--- src/rtl/tcce_pkg.sv ---
// Shared types and codes for the text console cell engine.
`timescale 1ns / 1ps

package tcce_pkg;

    localparam logic [2:0] ACT_PUT        = 3'd0;
    localparam logic [2:0] ACT_BACKSPACE  = 3'd1;
    localparam logic [2:0] ACT_CLEAR      = 3'd2;
    localparam logic [2:0] ACT_READ       = 3'd3;
    localparam logic [2:0] ACT_SET_CURSOR = 3'd4;

    localparam logic [7:0] NEWLINE_CODE = 8'd10;
    localparam logic [7:0] BLANK_CHAR   = 8'd0;

    localparam int         ADDR_W           = 3;
    localparam logic [0:0] REG_CLEAR_ATTR   = 1'b0;
    localparam logic [7:0] CLEAR_ATTR_RESET = 8'd15;

    typedef enum logic [2:0] {
        OP_NOP,
        OP_PUT,
        OP_NEWLINE,
        OP_BACKSPACE,
        OP_CLEAR,
        OP_READ,
        OP_SET_CURSOR
    } op_t;

    typedef struct packed {
        logic [2:0]  action;
        logic [7:0]  character;
        logic [7:0]  attribute;
        logic [10:0] position;
    } in_t;

    typedef struct packed {
        logic [10:0] cursor_pos;
        logic [7:0]  read_character;
        logic [7:0]  read_attribute;
        logic        scrolled;
    } out_t;

    typedef struct packed {
        op_t         op;
        logic [7:0]  character;
        logic [7:0]  attribute;
        logic [10:0] position;
        logic        in_range;
    } cmd_t;

endpackage

--- src/rtl/tcce_front.sv ---
// Front end: accepts input transactions and decodes them into back-end commands.
`timescale 1ns / 1ps

module tcce_front #(
    parameter int COLS = 80,
    parameter int ROWS = 25
) (
    input  logic           item_valid,
    output logic           item_stall,
    input  tcce_pkg::in_t  item,
    input  logic           queue_full,
    input  logic           init_busy,
    output logic           push,
    output tcce_pkg::cmd_t cmd
);

    localparam int CELLS = ROWS * COLS;

    logic [10:0] pos_sat;
    logic        pos_in_range;

    assign item_stall   = queue_full || init_busy;
    assign push         = item_valid && !item_stall;
    assign pos_in_range = 32'(item.position) < 32'(CELLS);
    assign pos_sat      = (32'(item.position) > 32'(CELLS)) ? 11'(CELLS) : item.position;

    always_comb
    begin
        cmd.character = item.character;
        cmd.attribute = item.attribute;
        cmd.position  = item.position;
        cmd.in_range  = pos_in_range;
        case (item.action)
            tcce_pkg::ACT_PUT:
            begin
                cmd.op = (item.character == tcce_pkg::NEWLINE_CODE) ?
                         tcce_pkg::OP_NEWLINE : tcce_pkg::OP_PUT;
            end
            tcce_pkg::ACT_BACKSPACE:  cmd.op = tcce_pkg::OP_BACKSPACE;
            tcce_pkg::ACT_CLEAR:      cmd.op = tcce_pkg::OP_CLEAR;
            tcce_pkg::ACT_READ:       cmd.op = tcce_pkg::OP_READ;
            tcce_pkg::ACT_SET_CURSOR:
            begin
                cmd.op       = tcce_pkg::OP_SET_CURSOR;
                cmd.position = pos_sat;
            end
            default:                  cmd.op = tcce_pkg::OP_NOP;
        endcase
    end

endmodule

--- config.mk ---
export PLATFORM = sky130hd
export DESIGN_NAME = tcce_front
export DESIGN_NICKNAME = d
export VERILOG_FILES = /design/src/rtl/tcce_pkg.sv /design/src/rtl/tcce_front.sv
export SDC_FILE = /design/constraint.sdc
export NUM_CORES = 1
export LEC_CHECK = 0
export BUFFER_PORTS_ARGS = -buffer_cell sky130_fd_sc_hd__buf_4
export CORE_AREA = 5 5 42 44
export DETAILED_ROUTE_END_ITERATION = 6
export DIE_AREA = 0 0 47 49
export MAX_ROUTING_LAYER = met4
export PLACE_DENSITY_LB_ADDON = 0.08
export SLEW_MARGIN = 10
export SYNTH_ARGS = -nofsm -noshare
export SYNTH_HDL_FRONTEND = slang
export SYNTH_SLANG_ARGS = --single-unit
--- constraint.sdc ---
create_clock -name vclk -period 1.5
set_input_delay 0.15 -clock vclk [all_inputs]
set_output_delay 0.15 -clock vclk [all_outputs]
set_load 0.005 [all_outputs]
==> results of run 1 <==
## kinds of logic after synthesis
kind of cell / Yosys count / share of synthesized area
buf+inv: 25 / 0.5164
simple gates: 14 / 0.3607
compound gates: 7 / 0.1229
## synth_stat cells
cell type   n  area (um^2)
o21ai_1     3        15.01
or4_1       1        7.510
clkbuf_1    5        18.77
o21ai_0     1        5.000
buf_4      17        127.6
o21a_1      1        7.510
or3b_1      1        8.760
nor2b_1     5        31.28
nand4_2     1        12.51
or2_1       1        6.260
or2_2       2        12.51
a21oi_1     2        10.01
nor3_4      1        16.27
nand4bb_1   1        11.26
inv_1       3        11.26
nor2_1      1        3.750
## metal layers
layer,share of wire,vias up,GRT usage
li1,-,185,-
met1,0.28,153,0.09150
met2,0.45,43,0.1448
met3,0.28,0,0.04059
met4,0,0,0
met5,0,-,-
## where the power goes
part           switching [mW]  internal (mW)  total [mW]  leakage [nW]
clock network               0              0           0             0
logic                  0.0434         0.0937       0.137         0.308
registers                   0              0           0             0
total                  0.0434         0.0937       0.137         0.308
## cell type report
cell class | count | area (um^2) | share of cell area
inverter | 3 | 11.26 | 0.02032
multi-input combinational | 21 | 147.6 | 0.2664
tap | 16 | 20.02 | 0.03612
timing repair buffer | 50 | 375.4 | 0.6772
## path summary, 6_finish.rpt
check,cells past startpoint,startpoint,slack (ns),endpoint
setup / recovery,5,item[24],0.18,cmd[29]
hold / removal,0,item[11],0.30,cmd[12]
## stage by stage
stage          power (mW)  setup slack (ns)  hold WS (ns)  instances
2_1_floorplan     0.06620            0.4079        0.3276         46
3_3_place_gp       0.1389            0.1813        0.3000         90
3_5_place_dp       0.1394            0.1640        0.3000         90
4_1_cts            0.1396            0.1601        0.3000         90
5_1_grt            0.1512            0.1072        0.3000         90
6_report           0.1371            0.1780        0.3000         90
==> impl_results.md, run 1 <==
- Drc violations: 0
- Fillers: 152
- Detail Route Antenna Nets: 0
- Row count: 14
- Area post-placement: 554.3 um^2
- Final core utilization: 0.3955
- Clock period minus worst slack: 1.322 ns
- Vias per cell: 4.233
- Post-Layout Inst Area: 554.3 um^2
- CP dominant cell by count: buf_4
- Crit-path max cell delay: 0.53 ns
- Final Hold Viols: 0
- Synth Area per Inst: 6.637 um^2
- Seq cells: 0
- Die width: 47 um
- Nets: 109
- Ant diodes: 0
- Final setup TNS: 0 ns
- WL final: 1.061 mm
- PD cells: 247.3 nW/um^2
- Largest net degree at the start of global routing: 7
- Fmax: 756.4 MHz
- Slew of the pin with the lowest slew margin: 0.2603 ns
- Die area: 2303 um^2
- Initial drt markers: 1
- Startpoint Class: input pin
- Commonest non-fill, non-tap cell in the layout: buf_4
- Pins Over Slew Limit: 0
- All-layer global routing usage: 0.08423
- Vias: 381
- First-pass GRT wire length: 1.566 mm
- Worst path slowest cell: or4_1
- CP arrival: 1.17 ns
- CTS resizes: 0
- Post-synth net total: 79
- Register area: 0 um^2
- Worst Hold Class: input pin to output pin
- Crit Path Max Fanout: 2
- Worst vdd ir: 0.07600 mV
- Final setup vio count: 0
- Rel. slew slack: 0.8253
- Status: finished, final reports clean
- Unique cell type count in the Yosys netlist: 16
- Post-CTS Setup Inserts: 0
- Share of layout cells above drive strength 1: 0.7297
- Worst path bufs/invs: 2
- Delay-heaviest family, CP: simple AND/OR/NAND/NOR gates
- WL per Instance: 11.79 um
- Starting Density: 0.2179
- Worst Path Class, Setup: input pin to output pin
- Initial antenna violation count: 0
- Crit path cell chain: buf_4 > or4_1 > o21ai_1 > o21a_1 > buf_4
- Hold-fix buffers, CTS: 0
- DP Wirelength: 1.025 mm
- Synthesized area: 305.3 um^2
- IO Pins: 66
- Max_cap viols: 0
- Gp weighted congestion: 0.6689
- Number of global-route vias before repair: 357
- Worst EP required: 1.35 ns
- Drt first pass iters: 2
- Syn Inst Count: 46
- Period utilization: 0.8814
- Seq/Total Area, Yosys: 0
- Core area: 1401 um^2
- CP endpoint kind: output pin
- Clock buffers: 0
- Area growth, synth to finish: 81.56%
- Synthesis warning total: 0
- Die height: 49 um
- Most frequent cells in the layout: buf_4, nor2b_1, o21ai_1, inv_1
- Leakage: 0.3082 nW
- Setup repair after global routing missed its margin: no
- I/O Buffers: 50
- Total gr overflow: 0
Power figures use the tool's default switching activity.
==> inputs of run 2 (changes only) <==
--- a/config.mk
+++ b/config.mk
@@ -5,6 +5,7 @@
 export SDC_FILE = /design/constraint.sdc
 export NUM_CORES = 1
 export LEC_CHECK = 0
+export ABC_AREA = 1
 export BUFFER_PORTS_ARGS = -buffer_cell sky130_fd_sc_hd__buf_4
 export CORE_AREA = 5 5 42 44
 export DETAILED_ROUTE_END_ITERATION = 6
==> constraint.sdc (replaced) <==
create_clock -name vclk -period 1.7
set_input_delay 0.17 -clock vclk [all_inputs]
set_output_delay 0.17 -clock vclk [all_outputs]
set_load 0.005 [all_outputs]
==> run 2 against run 1 <==
Compared with the run above:
- synthesized area grew 26%
- non-clock buffer count is the same
- critical path depth grew 3
- first-iteration DRC count grew to 4.0 times the previous value
- sequential cell count is the same
- wire length grew 3.1%
- largest power group unchanged
==> impl_results.md, run 2 <==
- Worst Path Class, Setup: input pin to output pin
- Worst Hold Class: input pin to output pin
- I/O Buffers: 50
- Top Metal Used: met3
- Number of global-route vias before repair: 419
- Drt first pass iters: 2
- Crit Path Max Fanout: 5
- Ant diodes: 0
- Net Sw Frac: 0.3683
- First-pass GRT wire length: 1.725 mm
- Clock power frac: 0
- IO Pins: 66
- Nets: 137
- Setup repair after global routing missed its margin: no
- Gp weighted congestion: 0.7035
- WL per Instance: 9.271 um
- Clock period minus worst slack: 1.126 ns
- Die height: 49 um
- Comb pwr share: 1.000
- Slew of the pin with the lowest slew margin: 0.2330 ns
- Crit-path max cell delay: 0.17 ns
- Startpoint Class: input pin
- Clock buffers: 0
- Max_cap viols: 0
- Total gr overflow: 0
- CTS resizes: 0
- Worst vdd ir: 0.07429 mV
- Crit path from: item[27]
- Area growth, synth to finish: 64.82%
- Largest net degree at the start of global routing: 6
- Sequential power share: 0
- WL final: 1.094 mm
- Synthesized area: 384.1 um^2
- Syn Inst Count: 74
- Final Hold Viols: 0
- Die width: 47 um
- Final setup TNS: 0 ns
- Top cells by count, synth: buf_4, nor2_1, nand2_1
- Register area: 0 um^2
- Post-CTS Setup Inserts: 0
- Starting Density: 0.2741
- Seq/Total Area, Yosys: 0
- Hold-fix buffers, CTS: 0
- Row count: 14
- Initial antenna violation count: 0
- Detail Route Antenna Nets: 0
- Ranking of synthesized cells by area: buf_4, nor2_1, nand2_1
- Vias: 482
- Area post-placement: 633.1 um^2
- Routed wl met2: 564 um
- Worst EP required: 1.53 ns
- Drc violations: 0
- Vias per cell: 4.085
- Net Switching: 0.05075 mW
- DP Worst Slack: 0.5528 ns
- Worst path slowest cell: nor2_2
- All-layer global routing usage: 0.09281
- Most common cell in the synthesized netlist: buf_4
- Unique cell type count in the Yosys netlist: 18
- Final core utilization: 0.4518
- PD cells: 217.6 nW/um^2
- Seq cells: 0
- Crit path cell chain: buf_4 > inv_1 > nand2_2 > nor2_2 > nand3_2 > nor2_2 > nor2_1 > buf_4
- Top-area cell type share of the netlist area: 0.3322
- Leakage: 0.3791 nW
- Commonest non-fill, non-tap cell in the layout: buf_4
- CP arrival: 0.96 ns
- Fmax: 888.1 MHz
- Yosys top cell by area: buf_4
- Power Total: 0.1378 mW
- Post-Layout Inst Area: 633.1 um^2
- DP Wirelength: 1.038 mm
- Synthesis warning total: 0
- Wl on met1: 315 um
- Pins Over Slew Limit: 0
- Synth Area per Inst: 5.191 um^2
- Post-synth net total: 107
- Share of layout cells above drive strength 1: 0.5784
- Internal power: 0.08704 mW
- Period utilization: 0.6623
- Rel. slew slack: 0.8435
- Detail Route met3 WL: 214 um
- CP endpoint kind: output pin
- Initial drt markers: 4
- Core area: 1401 um^2
- Die area: 2303 um^2
- Final setup vio count: 0
- HP Start: item[14]
- Status: finished, final reports clean
- Most frequent cells in the layout: buf_4, nor2_1, nand2_1, inv_1, nor2_2
- Setup ws final: 0.5740 ns
-- run 2: critical path: cells and delay by family --
| kind | cells | cell delay [ns] |
|---|---|---|
| simple gates | 5 | 0.47 |
| buf+inv | 3 | 0.31 |
-- run 2: worst paths after layout --
path / to / slack, ns / depth (start not counted)
min: cmd[15] / 0.34 / 0
max: cmd[6] / 0.57 / 8
-- run 2: kinds of logic (layout without fill, tap and decap cells) --
group,Yosys count,in the layout,share of synthesized area
simple gates,37,37,0.4560
compound gates,3,3,0.04558
buf+inv,34,62,0.4984
-- run 2: final cells by class --
| cell class | instances | area (um^2) |
|---|---|---|
| Multi-Input combinational cell | 40 | 192.7 |
| Fill cell | 162 | 768.2 |
| Tap cell | 16 | 20.02 |
| Inverter | 12 | 45.04 |
| Timing Repair Buffer | 50 | 375.4 |
-- run 2: power groups by stage --
stage	sequential, mW	combinational (mW)	clock, mW
finish	0	0.138	0
global route	0	0.154	0
CTS	0	0.141	0
detailed placement	0	0.140	0
global placement	0	0.139	0
floorplan	0	0.0706	0
-- run 2: layer usage --
metal / global-route usage / vias up
met4: 0 / 0
li1: - / 253
met5: - / -
met1: 0.1065 / 197
met2: 0.1674 / 32
met3: 0.02214 / 0
-- run 2: per-stage QoR --
stage / instances / hold slack [ns]
4_1_cts: 118 / 0.3400
5_1_grt: 118 / 0.3400
6_report: 118 / 0.3400
3_5_place_dp: 118 / 0.3400
3_3_place_gp: 118 / 0.3400
2_1_floorplan: 74 / 0.3955
