$ cat src/rtl/tcce_pkg.sv
// Shared types and codes for the text console cell engine.
`timescale 1ns / 1ps

package tcce_pkg;

    localparam logic [2:0] ACT_PUT        = 3'd0;
    localparam logic [2:0] ACT_BACKSPACE  = 3'd1;
    localparam logic [2:0] ACT_CLEAR      = 3'd2;
    localparam logic [2:0] ACT_READ       = 3'd3;
    localparam logic [2:0] ACT_SET_CURSOR = 3'd4;

    localparam logic [7:0] NEWLINE_CODE = 8'd10;
    localparam logic [7:0] BLANK_CHAR   = 8'd0;

    localparam int         ADDR_W           = 3;
    localparam logic [0:0] REG_CLEAR_ATTR   = 1'b0;
    localparam logic [7:0] CLEAR_ATTR_RESET = 8'd15;

    typedef enum logic [2:0] {
        OP_NOP,
        OP_PUT,
        OP_NEWLINE,
        OP_BACKSPACE,
        OP_CLEAR,
        OP_READ,
        OP_SET_CURSOR
    } op_t;

    typedef struct packed {
        logic [2:0]  action;
        logic [7:0]  character;
        logic [7:0]  attribute;
        logic [10:0] position;
    } in_t;

    typedef struct packed {
        logic [10:0] cursor_pos;
        logic [7:0]  read_character;
        logic [7:0]  read_attribute;
        logic        scrolled;
    } out_t;

    typedef struct packed {
        op_t         op;
        logic [7:0]  character;
        logic [7:0]  attribute;
        logic [10:0] position;
        logic        in_range;
    } cmd_t;

endpackage

$ cat src/rtl/tcce_queue.sv
// Two-entry command queue between the front end and the back end.
`timescale 1ns / 1ps

module tcce_queue (
    input  logic           clk,
    input  logic           rst_n,
    input  logic           push,
    input  tcce_pkg::cmd_t push_data,
    output logic           full,
    input  logic           pop,
    output logic           valid,
    output tcce_pkg::cmd_t head
);

    tcce_pkg::cmd_t entry_reg [2];
    logic           wr_ptr_reg, wr_ptr_next;
    logic           rd_ptr_reg, rd_ptr_next;
    logic [1:0]     count_reg, count_next;

    assign full  = count_reg == 2'd2;
    assign valid = count_reg != 2'd0;
    assign head  = entry_reg[rd_ptr_reg];

    always_comb
    begin
        wr_ptr_next = wr_ptr_reg ^ push;
        rd_ptr_next = rd_ptr_reg ^ pop;
        count_next  = count_reg + {1'b0, push} - {1'b0, pop};
    end

    always_ff @(posedge clk or negedge rst_n)
    begin
        if (!rst_n)
        begin
            wr_ptr_reg <= 1'b0;
            rd_ptr_reg <= 1'b0;
            count_reg  <= 2'd0;
        end
        else
        begin
            wr_ptr_reg <= wr_ptr_next;
            rd_ptr_reg <= rd_ptr_next;
            count_reg  <= count_next;
        end
    end

    always_ff @(posedge clk)
    begin
        if (push)
        begin
            entry_reg[wr_ptr_reg] <= push_data;
        end
    end

endmodule

$ cat config.mk
export PLATFORM = sky130hd
export DESIGN_NAME = tcce_queue
export DESIGN_NICKNAME = d
export VERILOG_FILES = /design/src/rtl/tcce_pkg.sv /design/src/rtl/tcce_queue.sv
export SDC_FILE = /design/constraint.sdc
export NUM_CORES = 1
export LEC_CHECK = 0
export ABC_AREA = 1
export BUFFER_PORTS_ARGS = -buffer_cell sky130_fd_sc_hd__buf_2
export CORE_UTILIZATION = 47
export CTS_BUF_LIST = sky130_fd_sc_hd__clkbuf_4 sky130_fd_sc_hd__clkbuf_8 sky130_fd_sc_hd__clkbuf_16
export CTS_CLUSTER_SIZE = 28
export DETAILED_ROUTE_END_ITERATION = 16
export PLACE_DENSITY = 0.87
export SLEW_MARGIN = 20
export SYNTH_ARGS = -nofsm -noshare
export SYNTH_HDL_FRONTEND = slang
export SYNTH_SLANG_ARGS = --single-unit
$ cat constraint.sdc
create_clock -name clk -period 1.8 [get_ports clk]
set_clock_uncertainty 0.2 [all_clocks]
set_input_delay 0.18 -clock clk [delete_from_list [all_inputs] [get_ports clk]]
set_output_delay 0.18 -clock clk [all_outputs]
set_load 0.1 [all_outputs]
==> results.json, run 1 <==
{
  "synth.top_cell.area_share_pct": 70.0,
  "num_io_pins": 68,
  "viasPerCell": 4.64,
  "synth_edf_count": 62,
  "r2r_setup_slack_ns": 0.38,
  "drc_errors": 0,
  "hold_depth": 2,
  "post-route-period-util_pct": 106,
  "crit_slowest_cell": "dfrtp_4",
  "crit_type": "reg -> out",
  "syn_area_um2": 2660,
  "grt-ovfl-total": 0,
  "gp_congestion": 0.646,
  "grt_busiest_layer": "met2",
  "synth_area_per_cell_um2": 14.3,
  "yosysWarnings": 0,
  "ant_nets": 0,
  "fin_crit_ns": 1.90,
  "firstDrtPassIters": 4,
  "synth_nets": 225,
  "synth.most_common_cell": "edfxtp_1",
  "fill_cells": 313,
  "path_cells": "buf_4, buf_16, nand2_1, o21ai_4, buf_12",
  "drv_slew": 0,
  "wire_per_inst_um": 15.0,
  "largest_reg_flops": 62,
  "violations": "negative setup slack",
  "tightest_slew_ns": 0.492,
  "path_delay_family": "flip-flops",
  "worst-path-buf-inv": 3,
  "num_vias": 1777,
  "layout.nets": 345,
  "die_w_um": 77.2,
  "area_growth_syn_to_layout_pct": 68.2,
  "crit_required_ns": 1.42,
  "use_met2_pct": 36.5,
  "fmax_mhz": 527,
  "portBuffers": 67,
  "ys_types": 13,
  "h-tree-depth": 3,
  "async_flop_share_pct": 6.06,
  "antenna_cells": 0,
  "hp-class": "in -> reg",
  "path_clk_slew_ns": 0.07,
  "synth.top_cells.by_count": "62 x edfxtp_1, 38 x inv_1, 36 x nand2_1",
  "grt_max_degree": 28,
  "met3_usage_pct": 4.29,
  "die_area_um2": 5960,
  "antenna_found_initial": 0,
  "max_slew_margin_pct": 67.5,
  "fp.dieH_um": 77.2,
  "cp_slowest_stage_delay_ns": 0.50,
  "grt_pass1_vias": 1831,
  "cp-end-kind": "output port",
  "setup_viol": 31,
  "cp.arrival_ns": 1.52,
  "track_usage_pct": 19.2,
  "reg2reg_from": "wr_ptr_reg",
  "grt_setup_unrepaired": "true",
  "dp_hpwl_um": 3480,
  "worstHoldStart": "push_data[6]",
  "cts_tree": "yes",
  "cts_buffers": 9,
  "synth_cells": 186,
  "drive_gt1_share_pct": 47.9,
  "synth_ff_type": "edfxtp_1",
  "status": "complete, but fails checks",
  "start_util_pct": 48.6,
  "core_um2": 5470,
  "grt_pass1_wl_um": 8340,
  "reg2reg_to": "entry_reg[0][28]",
  "cts.sinks": 66,
  "rows": 27,
  "root_buffer": "clkbuf_8",
  "synth_area_leader_cell": "edfxtp_1",
  "drt-initial-drc-count": 76,
  "clk_latency_ns": 0.33,
  "ys_ff_latch": 66,
  "ff2ff_path_depth": 3,
  "use_met1_pct": 19.5,
  "synth-seq-area-share_pct": 73.8,
  "max-cap-violations": 0,
  "fin_ws_ns": -0.0993,
  "hold_violations": 0,
  "cp.depth": 5,
  "critical_path.max_fanout": 14,
  "critPathLaunchType": "register",
  "finalSetupTns_ns": -2.44,
  "drt-total-wl_um": 5760,
  "whs_endpoint": "entry_reg[1][6]",
  "clock_path_buffers": 2,
  "ys_top_cells_by_area": "edfxtp_1 70%, o21ai_2 9.5%, inv_1 5.4%, nand2_1 5.1%, dfrtp_1 3.8%"
}
[metrics by stage]
step | setup slack (ns) | instances | hold WS, ns | util, % | cell area, µm²
global route | -0.138 | 383 | 0.364 | 81.7 | 4470
detailed placement | 0.208 | 325 | -0.211 | 69.0 | 3770
floorplan | -0.438 | 186 | -0.316 | - | 2880
CTS | -0.109 | 377 | 0.356 | 79.1 | 4330
global placement | 0.233 | 325 | -0.209 | 69.0 | 3770
finish | -0.0993 | 383 | 0.364 | 81.7 | 4470
[worst max path at each step]
stage	endpoint	from
final	head[25]	rd_ptr_reg
after global routing	head[20]	rd_ptr_reg
after CTS	head[24]	rd_ptr_reg
after detailed placement	head[18]	rd_ptr_reg
after global placement	head[14]	rd_ptr_reg
after floorplan	head[0]	rd_ptr_reg
[cell families (layout without fill, tap and decap cells)]
logic type | count (synthesis) | in the layout | share of synthesized area (%)
AO/OA/AOI/OAI | 31 | 31 | 9.92
XOR/XNOR | 1 | 1 | 0.329
adder cells (fa/ha/maj) | 4 | 4 | 1.88
buffers and inverters | 45 | 170 | 8.47
flip-flops | 66 | 66 | 73.8
AND/OR/NAND/NOR | 39 | 39 | 5.64
[metal layers]
layer  part of all wire [%]  vias up
met5                      0        -
met4                    1.6        0
met3                    3.2        9
met2                     57       43
met1                     38      865
li1                       -      860
[placed cells by master (no fill, tap or decap)]
cell type / n
buf_4: 6
nand3_1: 1
dfrtp_4: 1
nand2_1: 18
ha_2: 2
buf_2: 37
buf_16: 1
buf_6: 1
ha_1: 2
dlygate4sd3_1: 35
dfrtp_1: 3
nor2_2: 1
o21ai_1: 1
edfxtp_1: 62
nand2_2: 19
o21ai_4: 30
clkbuf_4: 4
inv_1: 38
clkbuf_16: 2
clkbuf_8: 9
buf_12: 34
xor2_1: 1
clkinv_1: 1
clkinvlp_4: 1
clkinv_2: 1
[repair_timing]
action,CTS,global route
hold buffers,35,0
setup buffers,1,3
gates resized for setup,6,19
endpoints found under the setup margin,29,31
endpoints found under the hold margin,69,0
cloned,0,3
pin swaps,0,25
[final cells by class]
type,instances,area (µm²),area share (%)
clock buffer,13,154,3.44
clock inverter,3,16.3,0.364
inverter,38,143,3.19
multi-input combinational,75,754,16.9
sequential,66,1970,43.9
tap,72,90.1,2.01
timing repair buffer,116,1350,30.2
Power of run 1 is left out: the tool's default activity adds up to more than one toggle a clock period on the data nets, which glitch-free logic cannot reach.
==> inputs of run 2 (changes only) <==
==> constraint.sdc (replaced) <==
create_clock -name clk -period 1.8 [get_ports clk]
set_clock_uncertainty 0.2 [all_clocks]
set_input_delay 0.09 -clock clk [delete_from_list [all_inputs] [get_ports clk]]
set_output_delay 0.09 -clock clk [all_outputs]
set_load 0.1 [all_outputs]
==> results.json, run 2 (synthesis gave the netlist of run 1 again) <==
{
  "path_cells": "buf_12, nand2_1, o21ai_2, buf_12",
  "grt_pass1_wl_um": 8080,
  "cp-end-kind": "output port",
  "crit_type": "reg -> out",
  "path_delay_family": "flip-flops",
  "max-cap-violations": 0,
  "use_met1_pct": 18.1,
  "placed_area_um2": 3550,
  "grt_setup_unrepaired": "false",
  "drt-total-wl_um": 5050,
  "cp_slowest_stage_delay_ns": 0.44,
  "root_buffer": "clkbuf_8",
  "crit_slowest_cell": "dfrtp_2",
  "finalSetupTns_ns": 0,
  "dp.cells": 323,
  "rows": 27,
  "num_vias": 1718,
  "setup_viol": 0,
  "largest_reg_flops": 62,
  "gp_congestion": 0.681,
  "critical_path.max_fanout": 34,
  "status": "completed",
  "mostFrequentLayoutCells": "62 x edfxtp_1, 38 x inv_1, 36 x nand2_1, 36 x buf_2, 35 x dlygate4sd3_1",
  "clock_path_buffers": 2,
  "dp_hpwl_um": 3120,
  "fin_area_um2": 4070,
  "worst-path-buf-inv": 2,
  "ant_nets": 0,
  "antenna_cells": 0,
  "met3_usage_pct": 7.02,
  "drv_slew": 0,
  "post-route-period-util_pct": 94.9,
  "cts_tree": "yes",
  "path_clk_slew_ns": 0.07,
  "cts.sinks": 66,
  "grt_pass1_vias": 1841,
  "fp.dieH_um": 77.2,
  "layout.cells.non_filler": 375,
  "grt_busiest_layer": "met2",
  "max_slew_margin_pct": 67.6,
  "layout.cells.most_common": "edfxtp_1",
  "fin_crit_ns": 1.71,
  "drive_gt1_share_pct": 40.3,
  "die_w_um": 77.2,
  "hp-class": "in -> reg",
  "cts_buffers": 9,
  "antenna_found_initial": 0,
  "num_io_pins": 68,
  "use_met2_pct": 34.9,
  "cp.arrival_ns": 1.42,
  "drt-initial-drc-count": 96,
  "die_area_um2": 5960,
  "crit_required_ns": 1.51,
  "hold_violations": 0,
  "whs_ns": 0.283,
  "clk_latency_ns": 0.33,
  "tightest_slew_ns": 0.489,
  "drc_errors": 0,
  "fmax_mhz": 586,
  "area_growth_syn_to_layout_pct": 53.2,
  "path_common_cell": "buf_12",
  "critPathLaunchType": "register",
  "grt_max_degree": 35,
  "firstDrtPassIters": 4,
  "core_um2": 5470,
  "start_util_pct": 48.6,
  "track_usage_pct": 18.7,
  "wire_per_inst_um": 13.5,
  "grt-ovfl-total": 0,
  "layout.nets": 338,
  "h-tree-depth": 3,
  "portBuffers": 67,
  "viasPerCell": 4.58
}
## run 2: stage by stage
stage	utilization, %	setup slack [ns]
after global placement	64.9	0.398
final	74.4	0.0923
after CTS	74.4	0.0820
after global routing	74.4	0.0175
after detailed placement	64.9	0.355
after floorplan	-	-0.348
## run 2: worst paths after layout
path	from	to	slack (ns)	depth (start not counted)
setup / recovery	rd_ptr_reg	head[26]	0.09	4
hold / removal	push_data[24]	entry_reg[1][24]	0.28	2
min in group asynchronous	rst_n	count_reg[1]	0.48	3
hold reg to reg	count_reg[1]	count_reg[1]	0.43	3
setup reg to reg	count_reg[0]	count_reg[1]	0.36	7
max in group asynchronous	rst_n	rd_ptr_reg	0.72	3
## run 2: area by class of cell
type | count | area (µm²)
clock inverter | 4 | 20.0
tap | 72 | 90.1
multi-input combinational | 75 | 478
sequential | 66 | 1960
fill | 343 | 1400
inverter | 38 | 143
clock buffer | 11 | 139
timing repair buffer | 109 | 1240
## run 2: what timing repair did
| item | 4_1_cts | 5_1_grt |
|---|---|---|
| endpoints found under the setup margin | 2 | 0 |
| resized for setup | 0 | 0 |
| setup buffers | 2 | 0 |
| hold buffers | 35 | 0 |
| endpoints found under the hold margin | 69 | 0 |
## run 2: routing by layer
layer | part of all wire [%] | wire length [µm]
met2 | 57 | 2890
met4 | 1.2 | 63
met3 | 4.6 | 233
met5 | 0 | 0
met1 | 37 | 1860
Power of run 2 is left out for the same reason.
==> inputs of run 3 (changes only) <==
--- a/config.mk
+++ b/config.mk
@@ -5,14 +5,14 @@
 export SDC_FILE = /design/constraint.sdc
 export NUM_CORES = 1
 export LEC_CHECK = 0
-export ABC_AREA = 1
 export BUFFER_PORTS_ARGS = -buffer_cell sky130_fd_sc_hd__buf_2
+export CAP_MARGIN = 40
 export CORE_UTILIZATION = 47
 export CTS_BUF_LIST = sky130_fd_sc_hd__clkbuf_4 sky130_fd_sc_hd__clkbuf_8 sky130_fd_sc_hd__clkbuf_16
 export CTS_CLUSTER_SIZE = 28
 export DETAILED_ROUTE_END_ITERATION = 16
 export PLACE_DENSITY = 0.87
-export SLEW_MARGIN = 20
+export SLEW_MARGIN = 10
 export SYNTH_ARGS = -nofsm -noshare
 export SYNTH_HDL_FRONTEND = slang
 export SYNTH_SLANG_ARGS = --single-unit
==> results.json, run 3 <==
{
  "portBuffers": 67,
  "drv_slew": 0,
  "grt_max_degree": 19,
  "critPathLaunchType": "register",
  "gp_congestion": 0.673,
  "rows": 26,
  "grt_pass1_vias": 1562,
  "placed_area_um2": 3450,
  "critical_path.max_fanout": 11,
  "synth_nets": 152,
  "cts.sinks": 66,
  "layout.nets": 268,
  "area_growth_syn_to_layout_pct": 54.0,
  "fin_ws_ns": 0.0265,
  "synth-seq-area-share_pct": 75.4,
  "num_vias": 1419,
  "antenna_found_initial": 0,
  "grt-ovfl-total": 0,
  "crit_type": "reg -> out",
  "whs_ns": 0.285,
  "ys_types": 12,
  "fin_util_pct": 77.0,
  "clk_latency_ns": 0.33,
  "drive_gt1_share_pct": 51.7,
  "cp-end-kind": "output port",
  "synth_cells": 113,
  "drc_errors": 0,
  "synth_ff_type": "edfxtp_1",
  "ant_nets": 0,
  "start_util_pct": 50.0,
  "crit_required_ns": 1.51,
  "cts_buffers": 9,
  "core_um2": 5200,
  "max-cap-violations": 0,
  "largest_reg_flops": 62,
  "layout.cells.most_common": "edfxtp_1",
  "path_clk_slew_ns": 0.07,
  "cts_tree": "yes",
  "drt-initial-drc-count": 128,
  "fin_crit_ns": 1.77,
  "mostFrequentLayoutCells": "62 x edfxtp_1, 36 x buf_2, 35 x dlygate4sd3_1, 30 x buf_12, 29 x mux2_4",
  "clock_path_buffers": 2,
  "track_usage_pct": 20.0,
  "dp_hpwl_um": 3100,
  "grt_setup_unrepaired": "true",
  "status": "completed",
  "viasPerCell": 4.67,
  "cp.arrival_ns": 1.48,
  "synth_area_leader_cell": "edfxtp_1",
  "pre_cts_slack_ns": 0.304,
  "syn_area_um2": 2600,
  "drt-total-wl_um": 5220,
  "async_flop_share_pct": 6.06,
  "ys_top_cells_by_area": "edfxtp_1 72%, mux2_4 17%, dfrtp_1 3.8%, buf_12 2.3%, ha_1 1.9%",
  "setup_viol": 0,
  "firstDrtPassIters": 4,
  "synth.top_cells.by_count": "62 x edfxtp_1, 29 x mux2_4, 4 x dfrtp_1, 4 x ha_1, 4 x inv_1",
  "synth_area_per_cell_um2": 23.0,
  "synth_edf_count": 62,
  "die_w_um": 76.4,
  "h-tree-depth": 3,
  "antenna_cells": 0,
  "tightest_slew_ns": 0.496,
  "hp-class": "in -> reg",
  "die_area_um2": 5840,
  "yosysWarnings": 0,
  "synth.most_common_cell": "edfxtp_1",
  "num_io_pins": 68,
  "hold_violations": 0,
  "post-route-period-util_pct": 98.5,
  "wire_per_inst_um": 17.2,
  "max_slew_margin_pct": 67.1,
  "fin_area_um2": 4010,
  "root_buffer": "clkbuf_8",
  "grt_pass1_wl_um": 8150,
  "fmax_mhz": 564,
  "ys_ff_latch": 66,
  "fp.dieH_um": 76.4,
  "synth.top_cell.area_share_pct": 71.6
}
## run 3: final timing paths
kind,start,end,slack (ns),cells after the start
max,rd_ptr_reg,head[26],0.03,3
min,push_data[29],entry_reg[0][29],0.28,2
max reg2reg,count_reg[0],count_reg[1],0.33,5
min reg2reg,count_reg[1],count_reg[1],0.43,1
max in group asynchronous,rst_n,rd_ptr_reg,0.71,3
min in group asynchronous,rst_n,count_reg[1],0.49,3
## run 3: worst max-delay path: stages, from the launching register on
cell and delay, ns:
dfrtp_2 0.44, buf_8 0.20, mux2_4 0.34, buf_12 0.17
## run 3: routing by layer
metal	part of all wire [%]	global-route usage, %	vias to the layer above
met2	54	35.0	52
met1	38	21.7	687
met4	1.6	9.81	0
met5	0	0	-
li1	-	-	669
met3	5.7	6.47	11
## run 3: cell families (layout without fill, tap and decap cells)
kind of cell / after synthesis / count (layout) / share of synthesized area, %
multiplexers: 31 / 31 / 17.6
buffers and inverters: 8 / 129 / 3.32
XOR/XNOR: 2 / 2 / 1.25
adder cells (fa/ha/maj): 4 / 4 / 1.92
flip-flops: 66 / 66 / 75.4
AND/OR/NAND/NOR: 2 / 2 / 0.481
## run 3: what timing repair did
item                                    CTS  global route
hold buffers                             35             0
gates resized for setup                   1             3
endpoints found under the setup margin   11            31
buffers inserted                          0             1
hold endpoints to repair                 70             0
## run 3: per-stage QoR
stage | instances | TNS [ns]
global placement | 252 | 0
detailed placement | 252 | 0
CTS | 303 | 0
floorplan | 113 | 0
finish | 304 | 0
global route | 304 | -0.471
## run 3: layout make-up
cell class | instances | area, µm²
clock buffers | 11 | 139
clock inverters | 5 | 45.0
multi-input cells | 39 | 558
inverters | 4 | 15.0
flip-flops and latches | 66 | 1960
well taps | 70 | 87.6
repair buffers | 109 | 1200
fillers | 281 | 1200
Power of run 3 is left out for the same reason.
